===== src/itp_pkg.sv =====
// Package for the infix-to-postfix converter: item types, status codes and
// character classification. Depends on nothing.
`timescale 1ns / 1ps

package itp_pkg;

  typedef struct packed {
    logic       op;
    logic [7:0] symbol;
  } in_item_t;

  typedef struct packed {
    logic [7:0] out_symbol;
    logic [1:0] status;
    logic       done_res;
  } out_item_t;

  localparam logic [1:0] StatusOk       = 2'd0;
  localparam logic [1:0] StatusOverflow = 2'd1;
  localparam logic [1:0] StatusNoOpen   = 2'd2;
  localparam logic [1:0] StatusNoClose  = 2'd3;

  localparam logic [7:0] ChOpen  = 8'h28;  // (
  localparam logic [7:0] ChClose = 8'h29;  // )
  localparam logic [7:0] ChMul   = 8'h2A;  // *
  localparam logic [7:0] ChAdd   = 8'h2B;  // +
  localparam logic [7:0] ChSub   = 8'h2D;  // -
  localparam logic [7:0] ChDiv   = 8'h2F;  // /
  localparam logic [7:0] ChPow   = 8'h5E;  // ^

  function automatic logic [2:0] prio(input logic [7:0] c);
    logic [2:0] p;
    case (c)
      ChPow:         p = 3'd4;
      ChMul, ChDiv:  p = 3'd3;
      ChAdd, ChSub:  p = 3'd2;
      ChOpen:        p = 3'd1;
      default:       p = 3'd0;
    endcase
    return p;
  endfunction

  function automatic logic is_operand(input logic [7:0] c);
    return (c >= 8'h61 && c <= 8'h7A) || (c >= 8'h41 && c <= 8'h5A) ||
           (c >= 8'h30 && c <= 8'h39);
  endfunction

  function automatic logic is_operator(input logic [7:0] c);
    return c == ChAdd || c == ChSub || c == ChMul || c == ChDiv || c == ChPow;
  endfunction

endpackage


===== src/itp_stack.sv =====
// Operator stack storage: synchronous memory with one write port and one
// registered read port, write-to-read forwarding. Uses no package.
`timescale 1ns / 1ps

module itp_stack #(
  parameter int Depth = 32,
  parameter int AW    = 5
) (
  input  logic          clk_i,
  input  logic          we_i,
  input  logic [AW-1:0] waddr_i,
  input  logic [7:0]    wdata_i,
  input  logic          re_i,
  input  logic [AW-1:0] raddr_i,
  output logic [7:0]    rdata_o
);

  logic [7:0] mem [Depth];
  logic [7:0] rdata_q;

  always_ff @(posedge clk_i) begin
    if (we_i) begin
      mem[waddr_i] <= wdata_i;
    end
  end

  // forward a same-cycle write so the top entry is never stale
  always_ff @(posedge clk_i) begin
    if (we_i && re_i && waddr_i == raddr_i) begin
      rdata_q <= wdata_i;
    end else if (re_i) begin
      rdata_q <= mem[raddr_i];
    end
  end

  assign rdata_o = rdata_q;

endmodule


===== src/infix_to_postfix_converter.sv =====
// Infix-to-postfix converter top level: handshake, sequencer and output
// register. Depends on itp_pkg and itp_stack.
`timescale 1ns / 1ps

// Shunting-yard converter. One character item is taken per accepted input;
// the block then works on it alone and takes the next item once done. After
// an item is accepted, the block pops operators to the output or drops '('
// entries one at a time, then ends with a closing step that pushes, emits the
// item's own result or drops it. A ')' instead ends on the step that pops its
// '('. A plain operand or an ignored character goes straight to its closing
// step. The operator stack lives in a single-port-write, registered-read memory
// whose read port always holds the current top entry, so a pop needs no
// separate read step. A cycle that emits waits while the output register still
// holds a stalled result. The output register lets a finished result wait while
// the next item is accepted.
module infix_to_postfix_converter #(
  parameter int STACK_DEPTH = 32
) (
  input  logic               clk_i,
  input  logic               rst_ni,
  input  logic               in_valid_i,
  output logic               in_stall_o,
  input  itp_pkg::in_item_t  in_item_i,
  output logic               out_valid_o,
  input  logic               out_stall_i,
  output itp_pkg::out_item_t out_item_o
);

  localparam int AW = (STACK_DEPTH > 1) ? $clog2(STACK_DEPTH) : 1;
  localparam int CW = $clog2(STACK_DEPTH + 1);

  typedef enum logic [1:0] {
    StIdle = 2'b01,
    StWork = 2'b10
  } state_e;

  state_e              state_q, state_d;
  logic                op_q;
  logic [7:0]          sym_q;
  logic [CW-1:0]       count_q, count_d;
  logic                open_q, open_d;
  logic                out_valid_q, out_valid_d;
  itp_pkg::out_item_t  out_q, out_d;

  logic                we;
  logic [7:0]          top;
  logic [CW-1:0]       cnt_m1;
  logic                empty, full, out_free, accept;

  assign accept   = in_valid_i && state_q == StIdle;
  assign empty    = count_q == '0;
  assign full     = count_q == CW'(STACK_DEPTH);
  assign out_free = !out_valid_q || !out_stall_i;
  assign cnt_m1   = count_d - 1'b1;

  itp_stack #(
    .Depth(STACK_DEPTH),
    .AW   (AW)
  ) u_stack (
    .clk_i  (clk_i),
    .we_i   (we),
    .waddr_i(count_q[AW-1:0]),
    .wdata_i(sym_q),
    .re_i   (count_d != '0),
    .raddr_i(cnt_m1[AW-1:0]),
    .rdata_o(top)
  );

  always_comb begin
    state_d     = state_q;
    count_d     = count_q;
    open_d      = open_q;
    we          = 1'b0;
    out_valid_d = out_valid_q && out_stall_i;
    out_d       = out_q;

    if (state_q == StIdle) begin
      if (accept) begin
        state_d = StWork;
      end
    end else begin
      if (op_q) begin
        // flush: drop '(' silently, emit the rest, then the done item
        if (!empty) begin
          if (top == itp_pkg::ChOpen) begin
            count_d = count_q - 1'b1;
            open_d  = 1'b1;
          end else if (out_free) begin
            out_valid_d = 1'b1;
            out_d       = '{top, itp_pkg::StatusOk, 1'b0};
            count_d     = count_q - 1'b1;
          end
        end else if (out_free) begin
          out_valid_d = 1'b1;
          out_d       = '{8'h00, open_q ? itp_pkg::StatusNoClose : itp_pkg::StatusOk, 1'b1};
          open_d      = 1'b0;
          state_d     = StIdle;
        end
      end else if (itp_pkg::is_operand(sym_q)) begin
        if (out_free) begin
          out_valid_d = 1'b1;
          out_d       = '{sym_q, itp_pkg::StatusOk, 1'b0};
          state_d     = StIdle;
        end
      end else if (sym_q == itp_pkg::ChClose) begin
        if (!empty) begin
          if (top == itp_pkg::ChOpen) begin
            count_d = count_q - 1'b1;
            state_d = StIdle;
          end else if (out_free) begin
            out_valid_d = 1'b1;
            out_d       = '{top, itp_pkg::StatusOk, 1'b0};
            count_d     = count_q - 1'b1;
          end
        end else if (out_free) begin
          out_valid_d = 1'b1;
          out_d       = '{sym_q, itp_pkg::StatusNoOpen, 1'b0};
          state_d     = StIdle;
        end
      end else if (sym_q == itp_pkg::ChOpen || itp_pkg::is_operator(sym_q)) begin
        if (!empty && sym_q != itp_pkg::ChOpen &&
            itp_pkg::prio(top) >= itp_pkg::prio(sym_q)) begin
          if (out_free) begin
            out_valid_d = 1'b1;
            out_d       = '{top, itp_pkg::StatusOk, 1'b0};
            count_d     = count_q - 1'b1;
          end
        end else if (full) begin
          if (out_free) begin
            out_valid_d = 1'b1;
            out_d       = '{sym_q, itp_pkg::StatusOverflow, 1'b0};
            state_d     = StIdle;
          end
        end else begin
          we      = 1'b1;
          count_d = count_q + 1'b1;
          state_d = StIdle;
        end
      end else begin
        // drop anything else
        state_d = StIdle;
      end
    end
  end

  always_ff @(posedge clk_i or negedge rst_ni) begin
    if (!rst_ni) begin
      state_q     <= StIdle;
      count_q     <= '0;
      open_q      <= 1'b0;
      out_valid_q <= 1'b0;
    end else begin
      state_q     <= state_d;
      count_q     <= count_d;
      open_q      <= open_d;
      out_valid_q <= out_valid_d;
    end
  end

  always_ff @(posedge clk_i) begin
    out_q <= out_d;
    if (accept) begin
      op_q  <= in_item_i.op;
      sym_q <= in_item_i.symbol;
    end
  end

  assign in_stall_o  = state_q != StIdle;
  assign out_valid_o = out_valid_q;
  assign out_item_o  = out_q;

endmodule


===== config.mk =====
export PLATFORM = sky130hd
export DESIGN_NAME = infix_to_postfix_converter
export DESIGN_NICKNAME = d
export VERILOG_FILES = /design/src/itp_pkg.sv /design/src/itp_stack.sv /design/src/infix_to_postfix_converter.sv
export SDC_FILE = /design/constraint.sdc
export NUM_CORES = 1
export LEC_CHECK = 0
export ABC_AREA = 1
export BUFFER_PORTS_ARGS = -buffer_cell sky130_fd_sc_hd__buf_2
export CAP_MARGIN = 20
export CORE_ASPECT_RATIO = 1.25
export CORE_MARGIN = 8
export CORE_UTILIZATION = 40
export DETAILED_ROUTE_END_ITERATION = 8
export PLACE_DENSITY_LB_ADDON = 0.08
export SLEW_MARGIN = 0
export SYNTH_ARGS = -nofsm -noshare
export SYNTH_HDL_FRONTEND = slang
export SYNTH_SLANG_ARGS = --single-unit

===== constraint.sdc =====
create_clock -name clk_i -period 4.1 [get_ports clk_i]
set_input_delay 1.23 -clock clk_i [delete_from_list [all_inputs] [get_ports clk_i]]
set_output_delay 1.23 -clock clk_i [all_outputs]
set_load 0.01 [all_outputs]

# Word level (Yosys, flattened, before mapping)
# Memory sizes are Yosys's and may differ from the RTL's. A register that Yosys moved wholly into a read port is not among the register bits.
# Cells that the tools add are included.
# totals
ram_bits	256
out_inout_bits	13
regBits	30
elab_cells	152
in_bits	13
n_memories	1
# op_classes
eq_ne	27
add_sub_neg	3
n_reduce_logical	33
n_lt_le_gt_ge	7
bitwise	1
n_mux	71
# mem_list
name	words	word_bits	rd	rd_ports_with_merged_regs	wr	line	source
u_stack.mem	32	8	1	1	1	itp_stack.sv:18	logic [7:0] mem [Depth];
# op_table
cell	n
11-bit 2-to-1 mux	14
8-bit by 6-bit == test with 1-bit output, second input constant	11
6-bit 2-to-1 mux	10
3-bit 2-to-1 mux	10
2-bit 2-to-1 mux	13
3-bit one-hot mux with 4 select lines	2
1-bit 2-to-1 mux	22
8-bit by 7-bit == test with 1-bit output, second input constant	2
8-bit by 7-bit >= comparator with 1-bit output, second input constant	2
8-bit by 7-bit less-or-equal comparator with 1-bit output, second input constant	2
1-bit logical AND	9
8-bit by 6-bit >= comparator with 1-bit output, second input constant	1
8-bit by 6-bit less-or-equal comparator with 1-bit output, second input constant	1
1-bit logical OR	8
8-bit by 6-bit != test with 1-bit output, second input constant	1
4-bit AND reduction	2
2-bit OR reduction	4
7-bit AND reduction	1
6-bit by 1-bit adder with 6-bit output, second input constant	1
6-bit == test, second input constant	1
6-bit zero test	1
3-bit != test, second input constant	2
6-bit != test, second input constant	1
6-bit nonzero test	1
other kinds (16)	20

# Depth between registers and ports, before layout
# Gate-level depths: netlist of run 1.
# logic_depth
depth_word	23
depth_mapped	33
depth_no_buf	30

# By module
# From an unflattened synthesis of run 1, not the netlist that was laid out.
# unflattened
cells_unflattened	1425
area_unflattened_um2	13980.9
# modules_own_cells
module	area_each_um2	n_inst	cells_each	seq_area_each_um2
itp_stack	11055.6	1	998	7927.6
infix_to_postfix_converter	2925.3	1	427	852.1

# Least setup slack after synthesis of run 1
# No wires, ideal clock.
# synth_timing
kind	reg-to-reg
startpoint	register sym_q[3]
endpoint	register u_stack.rdata_q[5], in the netlist u_stack.rdata_o[5], read port of u_stack.mem (data pin)
path_slack_ns	-0.314
path_stages_with_launch	32
synth_period_minus_slack_ns	4.414
required_time_ns	3.967
n_path_buf	7
setup_time_ns	0.133
t_arrival_ns	4.281
cell_sequence	edfxtp_1 buf_4 nand2_1 nor2_1 nand2_1 nand2_1 nor2_4 ha_1 nand2_1 inv_1 nand2_1 nand2_1 nand3_2 nand2_2 nand2_1 nand3_1 nand3_1 nand2_2 nand2_2 buf_6 buf_6 buf_6 ha_1 clkbuf_1 buf_1 buf_1 nand3_1 nand3_1 nand3_1 nand3_1 nand3_1 nand2_1
# synth_via
elab_chain_len	20
elab_cells_between_ends	53
classes_between	1 x add/sub; 7 x order compare; 9 x eq/ne; 18 x mux; 18 x reduce/logical
# synth_rtl
item	line	source
from (decl)	infix_to_postfix_converter.sv:39	logic [7:0] sym_q;
from (signal assigned)	infix_to_postfix_converter.sv:164	sym_q <= in_item_i.symbol;
8-bit by 6-bit == test with 1-bit output	itp_pkg.sv:33, itp_pkg.sv:49	
2-bit OR reduction	itp_pkg.sv:33	case (c)
3-bit one-hot mux with 4 select lines	itp_pkg.sv:33	
3-bit 2-to-1 mux	infix_to_postfix_converter.sv:120	end else if (sym_q == itp_pkg::ChOpen || itp_pkg::is_operator(sym_q)) begin
3-bit 2-to-1 mux	infix_to_postfix_converter.sv:105	end else if (sym_q == itp_pkg::ChClose) begin
3-bit 2-to-1 mux	infix_to_postfix_converter.sv:99	end else if (itp_pkg::is_operand(sym_q)) begin
3-bit 2-to-1 mux	infix_to_postfix_converter.sv:82	if (op_q) begin
3-bit 2-to-1 mux	infix_to_postfix_converter.sv:77	if (state_q == StIdle) begin
[4 not listed]	n/a	
6-bit 2-to-1 mux	infix_to_postfix_converter.sv:105	
6-bit 2-to-1 mux	infix_to_postfix_converter.sv:99	
6-bit 2-to-1 mux	infix_to_postfix_converter.sv:82	
6-bit 2-to-1 mux	infix_to_postfix_converter.sv:77	
5-bit by 1-bit subtractor with 5-bit output or 6-bit nonzero test (tied branches)	infix_to_postfix_converter.sv:54, infix_to_postfix_converter.sv:64	
5-bit == test or 1-bit logical AND (tied branches)	itp_stack.sv:29	if (we_i && re_i && waddr_i == raddr_i) begin
1-bit logical AND	itp_stack.sv:29	
2-bit nonzero test (no source line)	n/a	
to (decl)	itp_stack.sv:19	logic [7:0] rdata_q;
# Several ways; a longest one is shown, not always the timed one. The select of a mux whose other input is x is not followed.
# A chain may end at the register's enable or synchronous reset.

# Final worst setup path of run 1
# layout_timing
startpoint	register u_stack.rdata_q[4], in the netlist u_stack.rdata_o[4], read port of u_stack.mem
endpoint	memory u_stack.mem[0][3] (enable)
# layout_via
elab_chain_len	18
elab_cells_between_ends	24
classes_between	1 x order compare; 6 x eq/ne; 14 x mux; 3 x reduce/logical
# layout_rtl
item	line	source
8-bit by 6-bit == test with 1-bit output	itp_pkg.sv:33	
2-bit OR reduction	itp_pkg.sv:33	
3-bit one-hot mux with 4 select lines *	itp_pkg.sv:33	
3-bit 2-to-1 mux *	infix_to_postfix_converter.sv:120	
3-bit 2-to-1 mux *	infix_to_postfix_converter.sv:105	
3-bit 2-to-1 mux *	infix_to_postfix_converter.sv:99	
3-bit 2-to-1 mux *	infix_to_postfix_converter.sv:82	
3-bit 2-to-1 mux *	infix_to_postfix_converter.sv:77	
[2 not listed]	n/a	
1-bit 2-to-1 mux *	infix_to_postfix_converter.sv:121	if (!empty && sym_q != itp_pkg::ChOpen &&
1-bit 2-to-1 mux *	infix_to_postfix_converter.sv:120	
1-bit 2-to-1 mux *	infix_to_postfix_converter.sv:105	
1-bit 2-to-1 mux *	infix_to_postfix_converter.sv:99	
1-bit 2-to-1 mux *	infix_to_postfix_converter.sv:82	
1-bit 2-to-1 mux *	infix_to_postfix_converter.sv:77	
1-bit 2-to-1 mux *	itp_stack.sv:22	if (we_i) begin
1-bit 2-to-1 mux (not written as such) *	itp_stack.sv:23	mem[waddr_i] <= wdata_i;
to (decl)	itp_stack.sv:18	
# Mark *: on every way between the ends. The rest lies on a longest branch, timed or not. The select of a mux whose other input is x is not followed.

==> results by group, run 1 <==
Status
  • Status: completed

Synth
  • Synth Cell Area: 14400 um^2
  • Main synth FF type: edfxtp_1
  • Synthesized area per cell: 9.67 um^2
  • Synthesis Warnings: 0
  • Count leader, synth: nand2_1
  • Netlist cell types: 47
  • Flop and latch count out of synthesis: 294
  • Number of synthesized flops with an enable pin: 284
  • Syn Nets: 1512
  • Synth area leader: edfxtp_1
  • Most instantiated cells after synthesis: nand2_1, edfxtp_1, nand3_1
  • Synth top area share: 59.2%
  • Post-synthesis async set-or-reset flop share: 3.40%
  • Mapped Cells: 1490
  • Sequential element share of the synthesized area: 61.0%
  • Top cells by area, synth: edfxtp_1, nand3_1, nand2_1, inv_1, nand3b_1

Power
  • Worst vdd ir: 0.557 mV
  • Combinational Power Share: 54.9%
  • Power per Cell Area: 905 nW/um^2
  • Lkg Pwr: 6.94 nW
  • Clock Power Share: 19.7%
  • Net Sw Frac: 45.7%
  • Pint: 8.22 mW
  • NetSw: 6.92 mW
  • Sequential Power Share: 25.3%

Global routing
  • GR Layer Usage met1: 26.7%
  • Met2 global-route usage: 34.8%
  • GRT Max-Usage Layer: met2
  • Largest net degree at the start of global routing: 70
  • Antenna violations before repair: 0
  • First-pass GRT wire length: 66900 um
  • Number of global-route vias before repair: 10800
  • Met3 usage: 2.77%
  • GR Util All Layers: 20.8%
  • Global route overflow: 0

Worst setup path
  • Type of the worst setup path: reg -> reg
  • Crit path arrival time: 3.97 ns
  • Critical Path Source: u_stack.rdata_o[4]
  • Slowest-stage cell, CP: nor2_1
  • Setup crit end kind: flip-flop
  • Path depth of the worst reg2reg path: 15
  • Critical path buffers and inverters: 3
  • Critical Path Source Type: flip-flop
  • CP most frequent cell: nand2_1
  • CP max FO: 8
  • Worst EP required: 4.24 ns
  • CP delay by family, top: simple AND/OR/NAND/NOR gates
  • Worst-path cell chain: nor2_1, nand2_1, a21oi_1, ha_1, nand2_1, inv_1, nand2_1, nand2_2, nand3_2, nand2_2, buf_4, nor3b_1, buf_4, nand2_1, nor2_1
  • Critical path depth: 15
  • Crit path largest cell delay: 0.81 ns
  • Reg-to-Reg Start: u_stack.rdata_o[4]

Route
  • TritonRoute pass-1 iters: 6
  • Vias per inst: 5.19
  • Total routed wirelength: 43900 um
  • Initial drt markers: 1005
  • DRT antenna net count: 0
  • Remaining DRCs: 0
  • Wire per inst: 21.2 um
  • Via count: 10700

Placement
  • Detailed Place HPWL: 29300 um
  • RD Place Congestion: 0.906
  • Dpl cell area: 15500 um^2
  • Port bufs: 25
  • Dpl cells: 2000
  • DP Worst Slack: 0.164 ns

Timing
  • Worst-margin pin slew: 0.865 ns
  • Tcrit/Tclk final: 93.5%
  • Min Tclk post-route: 3.83 ns
  • Post-route setup TNS: 0 ns
  • Slew Viols, Final: 0
  • Final setup fails: 0
  • Setup Skew: 0.0183 ns
  • Fmax: 0.261 GHz
  • Final worst setup slack: 0.265 ns
  • Final hold violation count: 0
  • Worst rel slew slack: 42.1%
  • RSZ-0062 raised after global routing: true

Clocking
  • CTS clk-pin slew, worst paths: 0.06 ns
  • CTS root buf: clkbuf_16
  • Clock sink count: 294
  • CTS max path bufs: 3
  • CTS tree: yes
  • H-Tree Level Count: 2
  • Worst skew pair latency: 0.52 ns
  • Cts hold-fix bufs: 0
  • TritonCTS buffer count: 34

Floorplan
  • Die area: 42400 um^2
  • DIE HEIGHT: 228 um
  • Die W: 186 um
  • I/O pins: 26
  • Core Region: 35500 um^2
  • Starting Density: 40.6%
  • # rows: 77

Layout
  • Fin nets: 1595
  • Share of cells above drive strength 1: 13.9%
  • Number of diodes: 0
  • Area growth, synth to finish: 16.2%
  • Design Area, Final: 16700 um^2
  • Final Non-Filler Cells: 2070

Hold path
  • Worst hold path type: reg -> reg
  • Worst hold start: state_q[0]
  • Hold Crit Depth: 2

Run
  • Reported max-cap violation count: 0
==> layer usage <==
layer  share of wire (%)  up-vias
met5                   0        -
li1                    -     5181
met4                 4.0        0
met1                  42     5168
met2                  49      318
met3                 5.1       76
==> cell families after synthesis <==
group,synth area share [%]
xor gates and xnor gates,0.426
DFF,61.0
adders and majority gates,0.782
buffers and inverters,8.66
AOI/OAI and AO/OA,3.65
muxes,0.139
and+or+nand+nor,25.4
==> sequential cells by signal, summed over array words and instances (netlist names) <==
name             count
count_q              6
op_q                 1
open_q               1
out_item_o          11
out_valid_o          1
state_q              2
sym_q                8
u_stack.mem        256
u_stack.rdata_o      8
==> final cells by class <==
cell class	count	area, um^2
inverter	231	872
sequential	294	8780
clock buffer	38	887
tap	474	593
clock inverter	21	194
fill	3470	18700
timing repair buffer	115	976
multi-input combinational	897	4430
==> path summary, 6_finish.rpt <==
check | slack, ns | end
max | 0.27 | u_stack.mem[0][3]
min | 0.54 | state_q[0]
max reg2reg | 0.27 | u_stack.mem[0][3]
min reg2reg | 0.54 | state_q[0]
max in group asynchronous | 3.22 | state_q[0]
min in group asynchronous | 0.59 | state_q[1]
==> tightest hold or removal path: cells and delay by family (launching register included) <==
kind            cells  cell delay (ns)
buf+inv             1             0.08
compound gates      1             0.09
flops               1             0.36
==> metrics by stage <==
step	hold WS, ns	utilization [%]	total power, mW
2_1_floorplan	0.492	-	8.92
3_3_place_gp	0.529	43.8	12.1
3_5_place_dp	0.534	43.8	12.1
4_1_cts	0.544	46.8	15.1
5_1_grt	0.583	47.2	16.1
6_report	0.540	47.2	15.1
==> power groups by stage <==
| stage | logic [mW] | registers, mW | clock network (mW) |
|---|---|---|---|
| 6_report | 8.32 | 3.84 | 2.99 |
| 4_1_cts | 8.24 | 3.85 | 3.04 |
| 3_5_place_dp | 8.21 | 3.91 | 0 |
| 2_1_floorplan | 5.02 | 3.90 | 0 |
| 5_1_grt | 9.09 | 3.87 | 3.15 |
| 3_3_place_gp | 8.20 | 3.91 | 0 |
==> repair_timing <==
| action | 4_1_cts | 5_1_grt |
|---|---|---|
| buffers inserted | 0 | 10 |
| gates resized for setup | 0 | 8 |
| setup endpoints to repair | 0 | 24 |
==> placed cells by master, fill, tap and decap left out, types with 3 or more instances in the layout <==
cell / instances
nand2_1: 345
edfxtp_1: 284
nand3_1: 274
inv_1: 212
buf_4: 77
nor2_1: 75
nand3b_1: 40
o21ai_0: 36
clkbuf_16: 36
buf_2: 25
nand4_1: 17
inv_2: 15
a21oi_1: 15
nand2_2: 11
o211ai_1: 11
buf_12: 11
dfrtp_1: 9
clkinv_1: 8
o21ai_1: 8
ha_1: 8
nor2_2: 7
xor2_1: 7
nand3_2: 6
clkinv_2: 6
nor2_4: 4
nand2_4: 4
o22ai_1: 4
o311ai_0: 3
bufinv_16: 3
clkinvlp_4: 3
clkbuf_1: 3
Power figures use the tool's default switching activity.
==> run 2: changes to the inputs <==
==> constraint.sdc (replaced) <==
create_clock -name clk_i -period 3.4 [get_ports clk_i]
set_input_delay 1.02 -clock clk_i [delete_from_list [all_inputs] [get_ports clk_i]]
set_output_delay 1.02 -clock clk_i [all_outputs]
set_load 0.01 [all_outputs]
==> results by group, run 2 (synthesis results as in run 1) <==
Route
  • DRT antenna net count: 0 (unchanged)
  • Wire per inst: 20.9 um (-1.5%)
  • Met1 WL: 18900 um (+2.4%)
  • Total routed wirelength: 45500 um (+3.7%)
  • Vias per inst: 5.12 (-1.4%)
  • Remaining DRCs: 0 (unchanged)
  • Via count: 11200 (+3.8%)
  • TritonRoute pass-1 iters: 5 (-1)
  • Initial drt markers: 839 (-17%)
  • DR WL met3: 2290 um (+3.1%)
  • Max Used Layer: met4
  • Met2 wire length: 22100 um (+3.0%)

Clocking
  • CTS tree: yes
  • Worst skew pair latency: 0.58 ns (+0.06 ns)
  • CTS clk-pin slew, worst paths: 0.07 ns (about the same)
  • TritonCTS buffer count: 31 (-8.8%)
  • CTS root buf: clkbuf_16
  • CTS max path bufs: 3 (unchanged)
  • Clock sink count: 294 (unchanged)
  • H-Tree Level Count: 1 (-1)

Floorplan
  • Die area: 42400 um^2 (unchanged)
  • DIE HEIGHT: 228 um (unchanged)
  • # rows: 77 (unchanged)
  • Starting Density: 40.6% (unchanged)
  • Core Region: 35500 um^2 (unchanged)
  • I/O pins: 26 (unchanged)
  • Die W: 186 um (unchanged)

Worst setup path
  • Slowest-stage cell, CP: edfxtp_1
  • Type of the worst setup path: reg -> reg
  • CP max FO: 6 (-2)
  • Path depth of the worst reg2reg path: 28 (+13)
  • Setup crit end kind: flip-flop
  • Critical Path Source Type: flip-flop
  • CP most frequent cell: nand2_2
  • Crit path largest cell delay: 0.51 ns (-0.30 ns)
  • Worst EP required: 3.73 ns (-0.51 ns)
  • Crit path arrival time: 3.93 ns (-0.04 ns)

Placement
  • Detailed Place HPWL: 29600 um (+0.95%)
  • Port bufs: 25 (unchanged)
  • Dpl cell area: 16300 um^2 (+5.0%)
  • RD Place Congestion: 0.895 (-1.2%)

Layout
  • Fin util: 51.9% (+4.7 points)
  • Most frequent cells in the layout: nand2_1, edfxtp_1, inv_1, nand3_1, buf_4
  • Number of diodes: 0 (unchanged)
  • Area growth, synth to finish: 27.8%
  • Largest register FFs: 256 (unchanged)
  • Top reg by flops: u_stack.mem
  • Design Area, Final: 18400 um^2 (+10%)
  • Fin nets: 1703 (+6.8%)
  • Commonest non-fill, non-tap cell in the layout: nand2_1
  • Share of cells above drive strength 1: 25.9% (+12 points)

Timing
  • Final worst setup slack: -0.198 ns (-0.463 ns)
  • Final setup fails: 8 (+8)
  • Setup Skew: 0.0140 ns (-0.00424 ns)
  • Worst-margin pin slew: 0.916 ns (+0.0513 ns)
  • Final hold violation count: 0 (unchanged)
  • Hold Slack: 0.326 ns (-0.213 ns)
  • Tcrit/Tclk final: 106% (+12 points)
  • RSZ-0062 raised after global routing: true
  • Worst rel slew slack: 38.7% (-3.4 points)
  • Slew Viols, Final: 0 (unchanged)
  • Fmax: 0.278 GHz (+6.6%)
  • Min Tclk post-route: 3.60 ns (-0.237 ns)

Global routing
  • Antenna violations before repair: 0 (unchanged)
  • Largest net degree at the start of global routing: 43 (-39%)
  • Global route overflow: 0 (unchanged)
  • GR Util All Layers: 21.2% (+0.43 points)
  • First-pass GRT wire length: 68300 um (+2.2%)
  • Number of global-route vias before repair: 11000 (+1.6%)

Status
  • Status: finished, violations left
  • Failing checks: negative setup slack

Hold path
  • Worst hold path type: in -> async

Run
  • Reported max-cap violation count: 0 (unchanged)
-- run 2: final timing paths --
| check | from | endpoint | slack (ns) |
|---|---|---|---|
| max in group asynchronous | rst_ni | state_q[0] | 2.78 |
| max | u_stack.rdata_o[2] | u_stack.rdata_o[7] | -0.20 |
| max reg2reg | u_stack.rdata_o[2] | u_stack.rdata_o[7] | -0.20 |
| min | rst_ni | count_q[3] | 0.33 |
| min in group clk_i | state_q[0] | state_q[0] | 0.54 |
| min reg2reg | state_q[0] | state_q[0] | 0.54 |
-- run 2: what timing repair did --
item,CTS,global route
setup endpoints to repair,8,34
resized for setup,85,68
gates cloned,4,2
pin swaps,29,39
hold buffers,0,0
setup buffers,20,11
-- run 2: cell type report --
| cell class | count | area [um^2] |
|---|---|---|
| clock inverter | 23 | 246 |
| fill | 3270 | 17000 |
| timing repair buffer | 226 | 2100 |
| multi-input combinational | 897 | 5010 |
| sequential | 294 | 8780 |
| tap | 474 | 593 |
| clock buffer | 34 | 787 |
| inverter | 231 | 888 |
-- run 2: per-layer routing --
metal	vias up	track usage (%)
met2	309	35.7
met1	5347	27.3
met3	97	2.15
li1	5402	-
met4	0	9.24
met5	-	0
-- run 2: critical path, delay by kind of cell, from the launching register on --
kind            cells  cell delay [ns]
compound gates      1             0.18
fa+ha+maj           2             0.39
buf+inv             5             0.49
flops               1             0.51
simple gates       20             1.77
-- run 2: per-stage QoR --
| step | cells | worst slack [ns] | TNS [ns] |
|---|---|---|---|
| after global placement | 2087 | -0.357 | -2.02 |
| final | 2179 | -0.198 | -1.17 |
| after floorplan | 1490 | -0.720 | -7.30 |
| after detailed placement | 2087 | -0.284 | -1.79 |
| after global routing | 2179 | -0.381 | -4.19 |
| after CTS | 2168 | -0.101 | -0.622 |
Power of run 2 is not shown: default switching activity piles up to over one toggle a cycle in this logic, so the estimate is an artifact.
